## src/sirc_pkg.sv

```systemverilog
// ----------------------------------------------------------------------------
// sirc_pkg
// Types, constants and character mapping shared by the radix text converter.
// ----------------------------------------------------------------------------
package sirc_pkg;

   localparam int VALUE_BITS_DEF = 32;
   // quotient bits resolved per divider cycle
   localparam int DIV_STEP       = 8;

   localparam int RADIX_BITS     = 6;
   localparam int CHAR_BITS      = 7;
   localparam int CSR_INDEX_BITS = 1;
   localparam int CSR_DATA_BITS  = 7;

   localparam logic [CHAR_BITS-1:0]  CHAR_ZERO    = 7'd48;
   localparam logic [CHAR_BITS-1:0]  CHAR_UPPER_A = 7'd65;
   localparam logic [CHAR_BITS-1:0]  CHAR_MINUS   = 7'd45;
   localparam logic [RADIX_BITS-1:0] HEX_RADIX    = 6'd16;
   localparam logic [RADIX_BITS-1:0] DECIMAL_TEN  = 6'd10;
   localparam logic [RADIX_BITS-1:0] RADIX_MIN    = 6'd2;
   localparam logic [RADIX_BITS-1:0] RADIX_MAX    = 6'd36;
   localparam logic [RADIX_BITS-1:0] RADIX_RESET  = 6'd10;
   localparam logic [CHAR_BITS-1:0]  LETTER_RESET = 7'd65;

   typedef enum logic [CSR_INDEX_BITS-1:0] {
      CSR_RADIX        = 1'b0,
      CSR_LETTER_START = 1'b1
   } csr_index_type;

   typedef struct packed {
      logic [RADIX_BITS-1:0] radix;
      logic [CHAR_BITS-1:0]  letter_start;
   } cfg_type;

   typedef struct packed {
      logic                  strobe;  // a digit is complete this cycle
      logic                  last;    // remaining quotient is zero
      logic [RADIX_BITS-1:0] digit;
   } div_status_type;

   typedef enum logic [1:0] {
      BACK_IDLE,
      BACK_DIVIDE,
      BACK_EMIT
   } back_state_type;

   function automatic logic [RADIX_BITS-1:0] eff_radix(input logic [RADIX_BITS-1:0] raw);
      logic [RADIX_BITS-1:0] r;
      priority if (raw < RADIX_MIN) r = RADIX_MIN;
      else if (raw > RADIX_MAX)     r = RADIX_MAX;
      else                          r = raw;
      return r;
   endfunction

   function automatic logic [CHAR_BITS-1:0] map_digit(
      input logic [RADIX_BITS-1:0] digit,
      input logic [RADIX_BITS-1:0] radix,
      input logic [CHAR_BITS-1:0]  letter_start
   );
      logic [CHAR_BITS-1:0] start;
      logic [CHAR_BITS-1:0] ch;
      start = (radix == HEX_RADIX) ? CHAR_UPPER_A : letter_start;
      if (digit < DECIMAL_TEN) begin
         ch = CHAR_ZERO + {1'b0, digit};
      end else begin
         ch = start + {1'b0, digit} - {1'b0, DECIMAL_TEN};
      end
      return ch;
   endfunction

endpackage

```

## src/sirc_front.sv

```systemverilog
// ----------------------------------------------------------------------------
// sirc_front
// Accepts integers, splits off the sign and magnitude, and queues them.
// ----------------------------------------------------------------------------
module sirc_front
   import sirc_pkg::*;
#(
   parameter int VALUE_BITS = VALUE_BITS_DEF
) (
   input  logic                  clock,
   input  logic                  reset,
   input  logic                  req_valid,
   output logic                  req_ready,
   input  logic [VALUE_BITS-1:0] req_value,
   output logic                  item_valid,
   input  logic                  item_ready,
   output logic                  item_negative,
   output logic [VALUE_BITS-1:0] item_magnitude
);

   localparam int DEPTH = 2;

   logic [VALUE_BITS-1:0] mag_ff [DEPTH];
   logic                  neg_ff [DEPTH];
   logic                  wr_ptr_ff, wr_ptr_in;
   logic                  rd_ptr_ff, rd_ptr_in;
   logic [1:0]            fill_ff, fill_in;

   logic                  push;
   logic                  pop;
   logic                  negative;
   logic [VALUE_BITS-1:0] magnitude;

   // two's complement magnitude, exact for the minimum integer as unsigned
   assign negative  = req_value[VALUE_BITS-1];
   assign magnitude = negative ? (~req_value + VALUE_BITS'(1)) : req_value;

   assign req_ready      = (fill_ff != 2'(DEPTH));
   assign item_valid     = (fill_ff != 2'd0);
   assign item_negative  = neg_ff[rd_ptr_ff];
   assign item_magnitude = mag_ff[rd_ptr_ff];

   assign push = req_valid && req_ready;
   assign pop  = item_valid && item_ready;

   always_comb begin
      wr_ptr_in = push ? ~wr_ptr_ff : wr_ptr_ff;
      rd_ptr_in = pop  ? ~rd_ptr_ff : rd_ptr_ff;
      fill_in   = fill_ff + 2'(push) - 2'(pop);
   end

   always_ff @(posedge clock) begin
      if (reset) begin
         wr_ptr_ff <= 1'b0;
         rd_ptr_ff <= 1'b0;
         fill_ff   <= 2'd0;
      end else begin
         wr_ptr_ff <= wr_ptr_in;
         rd_ptr_ff <= rd_ptr_in;
         fill_ff   <= fill_in;
      end
   end

   always_ff @(posedge clock) begin
      if (push) begin
         mag_ff[wr_ptr_ff] <= magnitude;
         neg_ff[wr_ptr_ff] <= negative;
      end
   end

endmodule

```

## src/sirc_divider.sv

```systemverilog
// ----------------------------------------------------------------------------
// sirc_divider
// Repeated division by the radix, several quotient bits per cycle.
// ----------------------------------------------------------------------------
module sirc_divider
   import sirc_pkg::*;
#(
   parameter int VALUE_BITS = VALUE_BITS_DEF
) (
   input  logic                  clock,
   input  logic                  reset,
   input  logic                  load,
   input  logic [VALUE_BITS-1:0] dividend,
   input  logic [RADIX_BITS-1:0] radix,
   output div_status_type        status
);

   localparam int PAD_BITS  = ((VALUE_BITS + DIV_STEP - 1) / DIV_STEP) * DIV_STEP;
   localparam int STEPS     = PAD_BITS / DIV_STEP;
   localparam int STEP_BITS = (STEPS > 1) ? $clog2(STEPS) : 1;

   logic                  busy_ff;
   logic [STEP_BITS-1:0]  step_ff;
   logic [RADIX_BITS-1:0] rem_ff;
   logic [PAD_BITS-1:0]   work_ff;

   logic [RADIX_BITS-1:0] rem_next;
   logic [DIV_STEP-1:0]   qbits;
   logic [PAD_BITS-1:0]   work_next;
   logic                  last_step;

   // restoring division on narrow remainders: dividend shifts out at the top,
   // quotient bits shift in at the bottom
   always_comb begin
      logic [RADIX_BITS:0] trial;
      logic [RADIX_BITS-1:0] rem;
      rem   = rem_ff;
      qbits = '0;
      for (int i = 0; i < DIV_STEP; i++) begin
         trial = {rem, work_ff[PAD_BITS-1-i]};
         if (trial >= {1'b0, radix}) begin
            trial                 = trial - {1'b0, radix};
            qbits[DIV_STEP-1-i]   = 1'b1;
         end
         rem = trial[RADIX_BITS-1:0];
      end
      rem_next  = rem;
      work_next = (work_ff << DIV_STEP) | PAD_BITS'(qbits);
   end

   assign last_step     = (step_ff == STEP_BITS'(STEPS - 1));
   assign status.strobe = busy_ff && last_step;
   assign status.last   = (work_next == '0);
   assign status.digit  = rem_next;

   always_ff @(posedge clock) begin
      if (reset) begin
         busy_ff <= 1'b0;
         step_ff <= '0;
      end else if (load) begin
         busy_ff <= 1'b1;
         step_ff <= '0;
      end else if (busy_ff) begin
         if (last_step) begin
            step_ff <= '0;
            if (work_next == '0) begin
               busy_ff <= 1'b0;
            end
         end else begin
            step_ff <= step_ff + STEP_BITS'(1);
         end
      end
   end

   always_ff @(posedge clock) begin
      if (load) begin
         work_ff <= PAD_BITS'(dividend);
         rem_ff  <= '0;
      end else if (busy_ff) begin
         work_ff <= work_next;
         rem_ff  <= last_step ? '0 : rem_next;
      end
   end

endmodule

```

## src/sirc_back.sv

```systemverilog
// ----------------------------------------------------------------------------
// sirc_back
// Gathers digits from the divider and emits the text, most significant first.
// ----------------------------------------------------------------------------
module sirc_back
   import sirc_pkg::*;
#(
   parameter int VALUE_BITS = VALUE_BITS_DEF
) (
   input  logic                  clock,
   input  logic                  reset,
   input  cfg_type               cfg,
   input  logic                  item_valid,
   output logic                  item_ready,
   input  logic                  item_negative,
   input  logic [VALUE_BITS-1:0] item_magnitude,
   output logic                  rsp_valid,
   input  logic                  rsp_ready,
   output logic [CHAR_BITS-1:0]  rsp_character,
   output logic                  rsp_last
);

   localparam int CNT_BITS = $clog2(VALUE_BITS + 1);
   localparam int IDX_BITS = $clog2(VALUE_BITS);

   back_state_type        state_ff, state_in;
   logic [CNT_BITS-1:0]   count_ff, count_in;
   logic [IDX_BITS-1:0]   idx_ff, idx_in;
   logic                  minus_ff, minus_in;
   logic                  rsp_valid_ff, rsp_valid_in;
   logic [CHAR_BITS-1:0]  char_ff;
   logic                  last_ff;
   logic [RADIX_BITS-1:0] digit_store_ff [VALUE_BITS];

   logic                  div_load;
   div_status_type        div_status;
   logic [RADIX_BITS-1:0] radix;
   logic                  out_free;
   logic                  load_out;
   logic [CHAR_BITS-1:0]  out_char;
   logic                  out_last;

   assign radix = eff_radix(cfg.radix);

   sirc_divider #(
      .VALUE_BITS (VALUE_BITS)
   ) u_divider (
      .clock    (clock),
      .reset    (reset),
      .load     (div_load),
      .dividend (item_magnitude),
      .radix    (radix),
      .status   (div_status)
   );

   assign out_free = !rsp_valid_ff || rsp_ready;

   always_comb begin
      state_in   = state_ff;
      count_in   = count_ff;
      idx_in     = idx_ff;
      minus_in   = minus_ff;
      item_ready = 1'b0;
      div_load   = 1'b0;
      load_out   = 1'b0;
      out_char   = CHAR_MINUS;
      out_last   = 1'b0;
      unique case (state_ff)
         BACK_IDLE: begin
            item_ready = 1'b1;
            if (item_valid) begin
               div_load = 1'b1;
               count_in = '0;
               minus_in = item_negative;
               state_in = BACK_DIVIDE;
            end
         end
         BACK_DIVIDE: begin
            if (div_status.strobe) begin
               count_in = count_ff + CNT_BITS'(1);
               if (div_status.last) begin
                  // old count is the index of the most significant digit
                  idx_in   = count_ff[IDX_BITS-1:0];
                  state_in = BACK_EMIT;
               end
            end
         end
         BACK_EMIT: begin
            if (out_free) begin
               load_out = 1'b1;
               if (minus_ff) begin
                  minus_in = 1'b0;
               end else begin
                  out_char = map_digit(digit_store_ff[idx_ff], radix, cfg.letter_start);
                  out_last = (idx_ff == '0);
                  if (idx_ff == '0) begin
                     state_in = BACK_IDLE;
                  end else begin
                     idx_in = idx_ff - IDX_BITS'(1);
                  end
               end
            end
         end
         default: begin
            state_in = BACK_IDLE;
         end
      endcase
      rsp_valid_in = load_out || (rsp_valid_ff && !rsp_ready);
   end

   always_ff @(posedge clock) begin
      if (reset) begin
         state_ff     <= BACK_IDLE;
         count_ff     <= '0;
         idx_ff       <= '0;
         minus_ff     <= 1'b0;
         rsp_valid_ff <= 1'b0;
      end else begin
         state_ff     <= state_in;
         count_ff     <= count_in;
         idx_ff       <= idx_in;
         minus_ff     <= minus_in;
         rsp_valid_ff <= rsp_valid_in;
      end
   end

   always_ff @(posedge clock) begin
      if (state_ff == BACK_DIVIDE && div_status.strobe) begin
         digit_store_ff[count_ff[IDX_BITS-1:0]] <= div_status.digit;
      end
   end

   always_ff @(posedge clock) begin
      if (load_out) begin
         char_ff <= out_char;
         last_ff <= out_last;
      end
   end

   assign rsp_valid     = rsp_valid_ff;
   assign rsp_character = char_ff;
   assign rsp_last      = last_ff;

endmodule

```

## src/signed_int_to_radix_ascii.sv

```systemverilog
// ----------------------------------------------------------------------------
// signed_int_to_radix_ascii
// Signed integer to ASCII text in a configurable base, one character a word.
// ----------------------------------------------------------------------------
// Usage:
//   req_* stream: one signed integer a word. rsp_* stream: one ASCII character
//   a word, most significant first, a leading '-' for negative values, tlast
//   on the final character. csr_* port: index 0 sets the radix (clamped to
//   2..36), index 1 the letter code for digit ten ('A' is used for base 16).
//   Write it only while no conversion is in flight.
// Conversion:
//   the divider resolves 8 quotient bits a cycle and makes one full pass over
//   the padded magnitude for each digit, least significant digit first; the
//   digits then go out through the output register one character at a time,
//   after a leading '-' for a negative value.
//   A two-word input queue lets the next integer be taken while the current
//   one is still converting.
// Reset: clears the queue, the sequencer and rsp_tvalid; radix 10, letter 'A'.
// Stall: a held rsp_tready freezes the output word and the emit sequencer.
// ----------------------------------------------------------------------------
module signed_int_to_radix_ascii
   import sirc_pkg::*;
#(
   parameter  int VALUE_BITS    = VALUE_BITS_DEF,
   localparam int REQ_DATA_BITS = ((VALUE_BITS + 7) / 8) * 8
) (
   input  logic                      clock,
   input  logic                      reset,
   input  logic                      req_tvalid,
   output logic                      req_tready,
   input  logic [REQ_DATA_BITS-1:0]  req_tdata,   // value
   output logic                      rsp_tvalid,
   input  logic                      rsp_tready,
   output logic [7:0]                rsp_tdata,   // character, zero pad
   output logic                      rsp_tlast,
   input  logic                      csr_valid,
   output logic                      csr_ready,
   input  logic [CSR_INDEX_BITS-1:0] csr_index,
   input  logic [CSR_DATA_BITS-1:0]  csr_data
);

   cfg_type               cfg_ff;
   logic                  item_valid;
   logic                  item_ready;
   logic                  item_negative;
   logic [VALUE_BITS-1:0] item_magnitude;
   logic [CHAR_BITS-1:0]  rsp_character;

   assign csr_ready = 1'b1;

   always_ff @(posedge clock) begin
      if (reset) begin
         cfg_ff.radix        <= RADIX_RESET;
         cfg_ff.letter_start <= LETTER_RESET;
      end else if (csr_valid) begin
         unique case (csr_index_type'(csr_index))
            CSR_RADIX:        cfg_ff.radix        <= csr_data[RADIX_BITS-1:0];
            CSR_LETTER_START: cfg_ff.letter_start <= csr_data;
            default: begin
            end
         endcase
      end
   end

   sirc_front #(
      .VALUE_BITS (VALUE_BITS)
   ) u_front (
      .clock          (clock),
      .reset          (reset),
      .req_valid      (req_tvalid),
      .req_ready      (req_tready),
      .req_value      (req_tdata[VALUE_BITS-1:0]),
      .item_valid     (item_valid),
      .item_ready     (item_ready),
      .item_negative  (item_negative),
      .item_magnitude (item_magnitude)
   );

   sirc_back #(
      .VALUE_BITS (VALUE_BITS)
   ) u_back (
      .clock          (clock),
      .reset          (reset),
      .cfg            (cfg_ff),
      .item_valid     (item_valid),
      .item_ready     (item_ready),
      .item_negative  (item_negative),
      .item_magnitude (item_magnitude),
      .rsp_valid      (rsp_tvalid),
      .rsp_ready      (rsp_tready),
      .rsp_character  (rsp_character),
      .rsp_last       (rsp_tlast)
   );

   assign rsp_tdata = {1'b0, rsp_character};

endmodule

```

## config.mk

```make
export PLATFORM = sky130hd
export DESIGN_NAME = signed_int_to_radix_ascii
export DESIGN_NICKNAME = d
export VERILOG_FILES = /design/src/sirc_pkg.sv /design/src/sirc_front.sv /design/src/sirc_divider.sv /design/src/sirc_back.sv /design/src/signed_int_to_radix_ascii.sv
export SDC_FILE = /design/constraint.sdc
export NUM_CORES = 1
export LEC_CHECK = 0
export BUFFER_PORTS_ARGS = -buffer_cell sky130_fd_sc_hd__buf_2
export CAP_MARGIN = 20
export CORE_MARGIN = 3
export CORE_UTILIZATION = 58
export CTS_BUF_LIST = sky130_fd_sc_hd__clkbuf_8
export CTS_CLUSTER_SIZE = 10
export DETAILED_ROUTE_END_ITERATION = 7
export PLACE_DENSITY = 0.78
export SKIP_CTS_REPAIR_TIMING = 1
export SLEW_MARGIN = 40
export SYNTH_ARGS = -nofsm -noshare
export SYNTH_HDL_FRONTEND = slang
export SYNTH_SLANG_ARGS = --single-unit
```

## constraint.sdc

```tcl
create_clock -name clock -period 18.1 [get_ports clock]
set_clock_uncertainty 0.2 [all_clocks]
set_input_delay 1.81 -clock clock [delete_from_list [all_inputs] [get_ports clock]]
set_output_delay 1.81 -clock clock [all_outputs]
set_load 0.03 [all_outputs]
```

==> reports/qor.yml <==
run_status:
  status: "finished, final reports clean"
floorplan:
  die_height_um: 178
  die_width_um: 178
  initial_utilization: 0.594
  io-pin-count: 57
  core_mm2: 0.0289
  die_area_mm2: 0.0318
  rows: 62
route:
  vias: 11084
  drt_iter0_markers: 784
  wire_per_inst_um: 20.8
  post_drt_via_cell_ratio: 6.04
  drcViolationCount: 0
  ant_nets: 0
  wl_um: 38200
  firstDrtPassIters: 5
synth:
  ys_ff_latch: 344
  synth_area_leader_cell: "edfxtp_1"
  synth_area_mm2: 0.0172
  synth_area_leaders: "edfxtp_1 (52%), mux4_2 (7.9%), dfxtp_1 (5.4%)"
  syn_avg_cell_area_um2: 13.1
  synth_edf_count: 298
  ys_warn_count: 0
  netlist_instances: 1313
  synth_cell_types: 77
  synth_fp_nets: 1437
  yosysTopAreaCellShare: 0.520
  synth_ff_type: "edfxtp_1"
  synth-async-reset-ratio: 0
  seq_area_frac_synth: 0.574
setup_path:
  cp.arrival_ps: 17090
  path_class: "register to register"
  path_common_cell: "ha_1"
  ff2ff_setup_slack_ps: 1230
  crit_fanout: 16
  reg2reg_depth: 82
  critPathMaxStageDelay_ps: 440
  cp.required_ps: 18320
  start_kind: "register"
  regToRegStartpoint: "cfg_ff[11]$_SDFFE_PP0P_"
  r2r-end: "u_back.digit_store_ff[0][1]$_DFFE_PP_"
  cp_slowest_cell: "a2111oi_4"
  cp-end-kind: "register"
place:
  port_buffers: 54
  gp_congestion: 0.933
  dp_hpwl_um: 27300
sta:
  period_share: 0.932
  fin_crit_ps: 16870
  hold_viol: 0
  clock.fmax_mhz: 59.3
  slew_headroom: 0.439
  final-max-slew-violation-count: 0
  worstMarginPinSlew_ps: 838
  setup_viol: 0
final_layout:
  syn_to_final_growth_pct: 11.0
  fin_util: 0.660
  final_common_cell: "edfxtp_1"
  drive_above_1_share: 0.183
  finish.net_count: 1543
  final.fill_count: 2041
  antenna_cells: 0
  layout_common_cells: "edfxtp_1 (298), nand2_1 (119), nor2_1 (99), inv_1 (78), ha_1 (70)"
min_path:
  hp-start: "cfg_ff[3]$_SDFFE_PP0P_"
  whs_path_depth: 2
  worstHoldPathType: "register to register"
  holdPathEnd: "cfg_ff[3]$_SDFFE_PP0P_"
clock_network:
  insertion_delay_ps: 580
  htreeDepth: 2
  cts-root-buf: "clkbuf_8"
  clkTransAtPathRegs_ps: 60
  cts_tree: "built"
  cts.sinks: 344
  cts.path.max_buffers: 3
  cts_made_buffers: 52
job:
  drv_cap: 0
grt:
  grt.total_usage: 0.245
  grt_pass1_wl_um: 59500
  antenna_found_initial: 0
  gr-total-overflow: 0
  first_global_vias: 10875
  grt_max_degree: 65
## cell families after synthesis
group / after synthesis / share of synthesized area
and+or+nand+nor: 352 / 0.0964
DFF: 344 / 0.574
AOI/OAI and AO/OA: 236 / 0.0922
muxes: 125 / 0.117
buffers and inverters: 109 / 0.0252
adders and majority gates: 79 / 0.0614
xor gates and xnor gates: 66 / 0.0336
other: 2 / 0.000437
## synthesized netlist by cell type, types with 18 or more instances
master    number
nand3_1       18
inv_1         59
xnor2_1       52
nand2_1      119
a21oi_1       60
nor2_1       100
clkbuf_1      36
mux4_2        60
dfxtp_1       46
edfxtp_1     298
ha_1          70
mux2i_1       57
o21ai_0       60
## state kept, by name, summed over array words and instances (netlist names), 2 cells and up, named ones only
register	count
u_back.state_ff	2
u_back.rsp_character	7
u_back.idx_ff	5
cfg_ff	13
u_back.digit_store_ff	192
u_back.u_divider.step_ff	2
u_front.mag_ff	64
u_front.neg_ff	2
u_back.u_divider.rem_ff	6
u_back.count_ff	5
u_back.u_divider.work_ff	32
u_front.fill_ff	2
## metrics by stage
| step | instance area [µm²] | cells | setup WS (ps) | hold WS (ps) | TNS (ps) |
|---|---|---|---|---|---|
| after global routing | 19100 | 1836 | -6.00 | 277 | -40.0 |
| after detailed placement | 18100 | 1740 | 546 | 242 | 0 |
| after CTS | 19000 | 1827 | 503 | 257 | 0 |
| after floorplan | 17200 | 1313 | 0.759 | 226 | 0 |
| final | 19100 | 1836 | 1230 | 258 | 0 |
| after global placement | 18100 | 1740 | 1030 | 244 | 0 |
## layer usage
| metal | wire, µm | global-route usage | part of all wire |
|---|---|---|---|
| met1 | 15700 | 0.322 | 0.41 |
| met2 | 19100 | 0.418 | 0.50 |
| met3 | 2190 | 0.0364 | 0.057 |
| met4 | 1230 | 0.0857 | 0.032 |
| met5 | 0 | 0 | 0 |
## layout make-up
class,instances,area [µm²],share of cell area
flip-flops and latches,344,9870,0.517
multi-input cells,860,6990,0.366
clock buffers,55,757,0.0397
repair buffers,101,631,0.0330
well taps,384,480,0.0252
inverters,60,225,0.0118
clock inverters,32,136,0.00714
## critical path: cells and delay by family (launching register included)
family,cells,cell delay [ps]
fa+ha+maj,8,2320
mux,4,1230
buf+inv,6,920
compound gates,39,7600
flops,1,340
simple gates,25,4080
## how the worst max path moves through the flow
stage	to	start	slack [ps]
floorplan	u_back.digit_store_ff[0][0]$_DFFE_PP_	cfg_ff[11]$_SDFFE_PP0P_	0.8
global placement	u_back.digit_store_ff[0][2]$_DFFE_PP_	cfg_ff[11]$_SDFFE_PP0P_	1030
detailed placement	u_back.digit_store_ff[4][5]$_DFFE_PP_	cfg_ff[10]$_SDFFE_PP1P_	550
CTS	u_back.digit_store_ff[13][5]$_DFFE_PP_	cfg_ff[10]$_SDFFE_PP1P_	500
global route	u_back.u_divider.rem_ff[3]$_SDFFE_PP0P_	cfg_ff[10]$_SDFFE_PP1P_	-6
finish	u_back.digit_store_ff[0][1]$_DFFE_PP_	cfg_ff[11]$_SDFFE_PP0P_	1230
Power is left out: the tool's default activity adds up to more than one toggle a clock period on the data nets, which glitch-free logic cannot reach.
